<file path="src/rtl/lslc_pkg.sv">
package lslc_pkg;

  localparam int MaxSegments = 64;
  localparam int IdxW = $clog2(MaxSegments);
  localparam int CntW = $clog2(MaxSegments + 1);

  localparam logic [31:0] TypeLoad   = 32'd1;
  localparam logic [31:0] TypeTls    = 32'd7;
  localparam logic [31:0] TypeParams = 32'h6100_0001;

  typedef enum logic [3:0] {
    ST_OK         = 4'd0,
    ST_OVERFLOW   = 4'd1,
    ST_ENTRY_MAP  = 4'd2,
    ST_ENTRY_EXEC = 4'd3,
    ST_DUP_PARAMS = 4'd4,
    ST_PARAMS_MAP = 4'd5,
    ST_DUP_TLS    = 4'd6,
    ST_TLS_MAP    = 4'd7,
    ST_TOO_MANY   = 4'd8
  } status_t;

  typedef enum logic [0:0] {
    REG_BIAS         = 1'b0,
    REG_ENTRY_OFFSET = 1'b1
  } reg_idx_t;

  typedef enum logic [1:0] {
    DUP_NONE   = 2'd0,
    DUP_PARAMS = 2'd1,
    DUP_TLS    = 2'd2
  } dup_t;

  // which range is under test during a walk
  typedef enum logic [1:0] {
    CHK_ENTRY,
    CHK_EXEC,
    CHK_PARAMS,
    CHK_TLS
  } chk_t;

  typedef enum logic [2:0] {
    S_COLLECT,
    S_WALK,
    S_DECIDE,
    S_OUT
  } state_t;

  typedef struct packed {
    logic   start_walk;
    logic   step_walk;
    chk_t   chk;
    logic   clear;
  } cmd_t;

  typedef struct packed {
    logic   walk_done;
    logic   hit;
  } sts_t;

endpackage

</file>
<file path="src/rtl/lslc_ctrl.sv">
module lslc_ctrl (
  input  logic            clk,
  input  logic            rst,
  input  logic            in_valid,
  input  logic            last_segment,
  output logic            in_stall,
  output logic            in_beat,
  output logic            out_valid,
  input  logic            out_stall,
  input  lslc_pkg::sts_t  sts,
  output lslc_pkg::cmd_t  cmd,
  input  logic            overflowed,
  input  logic            entry_nz,
  input  lslc_pkg::dup_t  dup,
  input  logic            params_seen,
  input  logic            tls_live,
  input  logic            tls_init_nz,
  input  logic            entry_ovf,
  input  logic            params_ovf,
  input  logic            tls_ovf,
  output logic [3:0]      status,
  output logic            entry_valid,
  output logic            has_params,
  output logic            has_tls
);
  import lslc_pkg::*;

  state_t state, state_next;
  chk_t   chk, chk_next;
  status_t st, st_next;
  logic   he, he_next, hp, hp_next, ht, ht_next;
  logic   walking;

  assign in_stall = state != S_COLLECT;
  assign in_beat  = in_valid && !in_stall;
  assign walking  = state == S_WALK;

  always_ff @(posedge clk) begin
    if (rst) begin
      state <= S_COLLECT; chk <= CHK_ENTRY; st <= ST_OK;
      he <= 1'b0; hp <= 1'b0; ht <= 1'b0;
    end else begin
      state <= state_next; chk <= chk_next; st <= st_next;
      he <= he_next; hp <= hp_next; ht <= ht_next;
    end
  end

  // next state, walk target and result flags
  always_comb begin
    state_next = state; chk_next = chk; st_next = st;
    he_next = he; hp_next = hp; ht_next = ht;
    unique case (state)
      S_COLLECT: if (in_beat && last_segment) begin
        state_next = S_DECIDE; chk_next = CHK_ENTRY; st_next = ST_OK;
        he_next = 1'b0; hp_next = 1'b0; ht_next = 1'b0;
      end
      S_WALK: if (sts.walk_done) begin
        state_next = S_DECIDE;
        unique case (chk)
          CHK_ENTRY:
            if (!sts.hit) begin st_next = ST_ENTRY_MAP; state_next = S_OUT; end
            else chk_next = CHK_EXEC;
          CHK_EXEC:
            if (!sts.hit) begin st_next = ST_ENTRY_EXEC; state_next = S_OUT; end
            else if (entry_ovf) begin st_next = ST_OVERFLOW; state_next = S_OUT; end
            else begin he_next = 1'b1; chk_next = CHK_PARAMS; end
          CHK_PARAMS:
            if (!sts.hit) begin st_next = ST_PARAMS_MAP; state_next = S_OUT; end
            else if (params_ovf) begin st_next = ST_OVERFLOW; state_next = S_OUT; end
            else begin hp_next = 1'b1; chk_next = CHK_TLS; end
          default:
            if (!sts.hit) begin st_next = ST_TLS_MAP; state_next = S_OUT; end
            else if (tls_ovf) begin st_next = ST_OVERFLOW; state_next = S_OUT; end
            else begin ht_next = 1'b1; state_next = S_OUT; end
        endcase
      end
      S_DECIDE: begin
        priority if (overflowed) begin st_next = ST_TOO_MANY; state_next = S_OUT; end
        else if (chk == CHK_ENTRY && entry_nz) state_next = S_WALK;
        else if (chk == CHK_EXEC) state_next = S_WALK;
        else if ((chk == CHK_ENTRY || chk == CHK_PARAMS) && dup == DUP_PARAMS) begin
          st_next = ST_DUP_PARAMS; state_next = S_OUT;
        end else if ((chk == CHK_ENTRY || chk == CHK_PARAMS) && dup == DUP_TLS) begin
          st_next = ST_DUP_TLS; state_next = S_OUT;
        end else if ((chk == CHK_ENTRY || chk == CHK_PARAMS) && params_seen) begin
          chk_next = CHK_PARAMS;
          state_next = (chk == CHK_PARAMS) ? S_WALK : S_DECIDE;
        end else if (!tls_live) state_next = S_OUT;
        else if (chk != CHK_TLS) chk_next = CHK_TLS;
        else if (tls_init_nz) state_next = S_WALK;
        else if (tls_ovf) begin st_next = ST_OVERFLOW; state_next = S_OUT; end
        else begin ht_next = 1'b1; state_next = S_OUT; end
      end
      default: if (!out_stall) state_next = S_COLLECT;
    endcase
  end

  // commands
  always_comb begin
    cmd = '0;
    cmd.chk = chk;
    cmd.step_walk = walking;
    cmd.start_walk = state == S_DECIDE;
    cmd.clear = state == S_OUT && !out_stall;
  end

  assign out_valid   = state == S_OUT;
  assign status      = st;
  assign entry_valid = he;
  assign has_params  = hp;
  assign has_tls     = ht;

endmodule

</file>
<file path="config.mk">
export PLATFORM = sky130hd
export DESIGN_NAME = lslc_ctrl
export DESIGN_NICKNAME = d
export VERILOG_FILES = /design/src/rtl/lslc_pkg.sv /design/src/rtl/lslc_ctrl.sv
export SDC_FILE = /design/constraint.sdc
export NUM_CORES = 1
export LEC_CHECK = 0
export BUFFER_PORTS_ARGS = -buffer_cell sky130_fd_sc_hd__buf_2
export CORE_MARGIN = 1.5
export CORE_UTILIZATION = 54
export CTS_BUF_LIST = sky130_fd_sc_hd__clkbuf_4 sky130_fd_sc_hd__clkbuf_8
export CTS_CLUSTER_SIZE = 40
export DETAILED_ROUTE_END_ITERATION = 6
export GPL_TIMING_DRIVEN = 0
export PLACE_DENSITY = 0.9
export SLEW_MARGIN = 25
export SYNTH_ARGS = -nofsm -noshare
export SYNTH_HDL_FRONTEND = slang
export SYNTH_SLANG_ARGS = --single-unit
export TNS_END_PERCENT = 20
</file>
<file path="constraint.sdc">
create_clock -name clk -period 2.8 [get_ports clk]
set_clock_uncertainty 0.15 [all_clocks]
set_input_delay 0.14 -clock clk [delete_from_list [all_inputs] [get_ports clk]]
set_output_delay 0.14 -clock clk [all_outputs]
set_load 0.02 [all_outputs]
</file>
### Word-level counts from Yosys, hierarchy flattened

Cells that the tools add are included.

* register bits: 12
* output and inout port bits: 15
* word-level logic and storage cells: 154
* input bits: 17

* eq/ne operators: 44
* muxes and demuxes: 82
* reductions and logical operators: 22

Operator list (count)
* $mux W4: 18
* $mux W2: 17
* $mux W3: 11
* $ne A2 B2 Y1 const B: 15
* $mux W1: 27
* $ne A3 B3 Y1 const B: 8
* $pmux W4 S3: 2
* $pmux W3 S3: 2
* $reduce_and A16 Y1: 1
* $reduce_and A14 Y1: 1
* $pmux W2 S3: 2
* $reduce_and A12 Y1: 1
* $reduce_and A6 Y1: 2
* $ne A5 B5 Y1 const B: 2
* $ne A9 B9 Y1 const B: 1
* $ne A4 B1 Y1 const B: 2
* $ne A4 B4 Y1 const B: 2
* $logic_and A1 B1 Y1: 7
* $eq A3 B2 Y1 const B: 2
* $ne A2 B1 Y1 const B: 3
* $ne A3 B1 Y1 const B: 2
* $reduce_bool A3 Y1: 2
* $ne A5 B1 Y1 const B: 1
* $ne A5 B3 Y1 const B: 1
* other kinds (12): 16

### Depth between registers and ports, before layout

* depth in word-level cells: 11
* mapped depth: 8
* gate-level depth less buffers: 7

### Least setup slack after synthesis

No wires, ideal clock.

* path kind: flip-flop to flip-flop
* start: register chk[0]
* end: register state[1]
* clock period less this slack: 2.109 ns
* library setup time: 0.117 ns
* slack: 0.691 ns
* stages on the path, launching flop included: 9
* arrival: 1.841 ns
* required time: 2.533 ns
* path buffers: 1
* cell sequence: dfxtp_1 > inv_1 > ha_1 > buf_6 > nor2_4 > o21ai_2 > o41ai_2 > nor3_1 > a32o_1

* word-level cells in the longest chain between the ends: 10
* elaborated cells between the ends (all ways): 19
* those cells by class: eq/ne: 4; mux: 8; reduce/logical: 7

Ends and longest elaborated chain
* start: declaration: RTL line lslc_ctrl.sv:29 `chk_t chk, chk_next;`
* start signal: assignment: RTL line lslc_ctrl.sv:43 `state <= state_next; chk <= chk_next; st <= st_next;`
* $eq A2 B2 Y1 or $logic_not A2 Y1 (tied branches)
* $logic_or A1 B1 Y1: RTL line lslc_ctrl.sv:81, lslc_ctrl.sv:83, lslc_ctrl.sv:85
* $logic_and A1 B1 Y1: RTL line lslc_ctrl.sv:85 `end else if ((chk == CHK_ENTRY || chk == CHK_PARAMS) && params_seen) begin`
* $mux W3: RTL line lslc_ctrl.sv:85
* $mux W3: RTL line lslc_ctrl.sv:83 `end else if ((chk == CHK_ENTRY || chk == CHK_PARAMS) && dup == DUP_TLS) begin`
* $mux W3: RTL line lslc_ctrl.sv:81 `else if ((chk == CHK_ENTRY || chk == CHK_PARAMS) && dup == DUP_PARAMS) begin`
* $mux W3: RTL line lslc_ctrl.sv:80 `else if (chk == CHK_EXEC) state_next = S_WALK;`
* $mux W3: RTL line lslc_ctrl.sv:79 `else if (chk == CHK_ENTRY && entry_nz) state_next = S_WALK;`
* $mux W3: RTL line lslc_ctrl.sv:78 `priority if (overflowed) begin st_next = ST_TOO_MANY; state_next = S_OUT; end`
* $pmux W3 S3: RTL line lslc_ctrl.sv:52 `unique case (state)`
* end signal: assignment: RTL line lslc_ctrl.sv:43
* end: declaration: RTL line lslc_ctrl.sv:28 `state_t state, state_next;`

Parallel ways exist; a longest one is shown, timed or not.
A chain may end at the register's enable or synchronous reset.

### Worst setup path after layout

Ends and elaborated chain as after synthesis.

==> flow_summary.toml <==
[status]
status = "finished clean"

[synth]
yosysTopAreaCell = "dfxtp_1"
yosys_register_bits = 11
ys_seq_area_share_pct = 19.6
synth_cell_type_count = 53
synth-main-ff-cell = "dfxtp_1"
mappedNetlistArea_um2 = 1120
synth-edff-count = 0
netlist_instances = 142
yosysWarnings = 0
synth_nets = 167
synth.area.top_cells = "dfxtp_1 20%, ha_1 8.9%, a21oi_1 4.5%"
yosysTopAreaCellShare_pct = 19.6
syn_area_per_cell_um2 = 7.91
async_flop_share_pct = 0

[pwr]
powerDensity_nw_per_um2 = 683
power_uw = 923
ir_drop_mv = 0.513
power.leakage_nw = 0.599

[setup_path]
crit_type = "reg2reg"
required_ns = 2.81
worstSetupStartpointType = "register"
end_kind = "register"
critPathMaxFanout = 10
crit_arrival_ns = 2.29

[placed_design]
place_hpwl_mm = 2.38
gp_congestion = 0.952
pre_cts_ws_ns = 0.553
port_buffers = 31
dpl.cell_count = 200
place_area_um2 = 1310

[cells_and_area]
num_antenna_cells = 0
fin_nets = 204
layout-drive-gt1-share_pct = 28.7
fin_util_pct = 68.9
final_common_cell = "buf_2"
nFillCells = 203
final_cells = 205
final_cell_mix = "31 x buf_2, 13 x nand2_1, 11 x dfxtp_1"
fin_area_um2 = 1350
areaGrowthSynthToFinish_pct = 20.4

[clock_network]
worst_skew_pair.late_latency_ns = 0.27
path_clk_slew_ns = 0.07
cts-resized-gates = 0
numClockSinks = 11
clockBufferDepth = 2
htree_levels = 1
cts_root_buf = "clkbuf_4"
cts_buffers = 3
cts_tree = "yes"

[grt]
grt_util_all_layers_pct = 27.6
grt_antenna_before_repair = 0
grt-ovfl-total = 0
grt_max_degree = 11
grt_pass1_wl_mm = 5.14
grt_pass1_vias = 1119

[hold_path]
holdCritPathClass = "in2reg"

[die]
initial_utilization_pct = 57.3
core_um2 = 1960
dieArea_um2 = 2360
die_h_um = 48.6
num_rows = 16
fp.dieW_um = 48.6
pin_count = 32

[timing]
setup_tns_ns = 0
max_clock_freq_mhz = 439
hold_violations = 0
period_minus_slack_ns = 2.28
worstMarginPinSlew_ns = 0.467
grt_setup_unrepaired = "no"
hold_slack_ns = 0.0328
max_slew_margin_pct = 68.5
worst_slack_ns = 0.520
setup_viol = 0
slew_viol_final = 0
period_share_pct = 81.4

[detailed_routing]
antenna_left = 0
wl_mm = 3.10
wl_per_cell_um = 15.1
vias_per_cell = 6.25
drt_iter0_markers = 44
drt-pass1-iter-count = 5
drc_errors = 0
num_vias = 1281

[job]
drv_cap = 0
synth_stat cells (all sizes together) (2+ instances only):
library cell / instances
or2: 2
inv: 9
a22oi: 2
o21a: 3
ha: 8
dfxtp: 11
nor3: 4
o221ai: 3
o211ai: 2
nand3: 4
o31ai: 2
a21o: 2
o21ai: 10
and2: 2
nor3b: 2
nand4: 2
a32o: 2
nand2b: 4
a31o: 2
nand2: 13
nor2: 8
buf: 4
a21oi: 10
o41ai: 4
nor2b: 7
a41o: 2
sequential cells by signal, indices dropped and copies added, names as in the netlist:
| signal | flops |
|---|---|
| has_params | 1 |
| entry_valid | 1 |
| state | 2 |
| status | 4 |
| chk | 2 |
| has_tls | 1 |
routing by layer:
layer | GRT usage (%) | vias up | wire, µm
met3 | 4.94 | 15 | 297
met4 | 14.3 | 0 | 112
met5 | 0 | - | 0
met1 | 37.7 | 583 | 1320
met2 | 41.6 | 69 | 1360
li1 | - | 614 | -
final cells by class:
class | count | area, µm² | share of cell area (%)
Tap cell | 27 | 33.8 | 2.50
Buffer | 5 | 37.5 | 2.78
Sequential cell | 11 | 220 | 16.3
Multi-Input combinational cell | 117 | 832 | 61.5
Clock buffer | 4 | 30.0 | 2.22
Timing Repair Buffer | 32 | 165 | 12.2
Inverter | 9 | 33.8 | 2.50
worst max-delay path, cell delays in order, from the launching register on:
cell     delay [ns]
dfxtp_1        0.41
inv_1          0.09
ha_1           0.23
buf_6          0.15
nor2_4         0.15
o21ai_2        0.12
o41ai_2        0.51
nor3_1         0.11
a32o_1         0.23
kinds of logic after synthesis:
family,count (synthesis),synth area share [%]
mux,1,0.891
flops,11,19.6
buf+inv,14,6.35
compound gates,54,37.0
simple gates,53,25.8
fa+ha+maj,8,8.91
xor+xnor,1,1.45
power breakdown:
group	total, mW	switching (mW)	internal [mW]	leakage [nW]
Clock	0.120	0.0550	0.0650	0.0184
Sequential	0.195	0.0182	0.177	0.0890
Combinational	0.608	0.379	0.230	0.491
final timing paths:
kind                              startpoint          end  slack (ns)  cells after the start
worst max-delay path                  chk[0]     state[1]        0.52                      8
worst min-delay path            last_segment  entry_valid        0.03                      3
worst max register to register        chk[0]     state[1]        0.52                      8
worst min register to register       has_tls      has_tls        0.31                      2
what timing repair did:
item	4_1_cts	5_1_grt
endpoints found under the hold margin	3	0
setup endpoints to repair	0	0
hold buffers	1	0
buffers inserted	0	0
No activity file was read; power rests on OpenSTA's default activity.
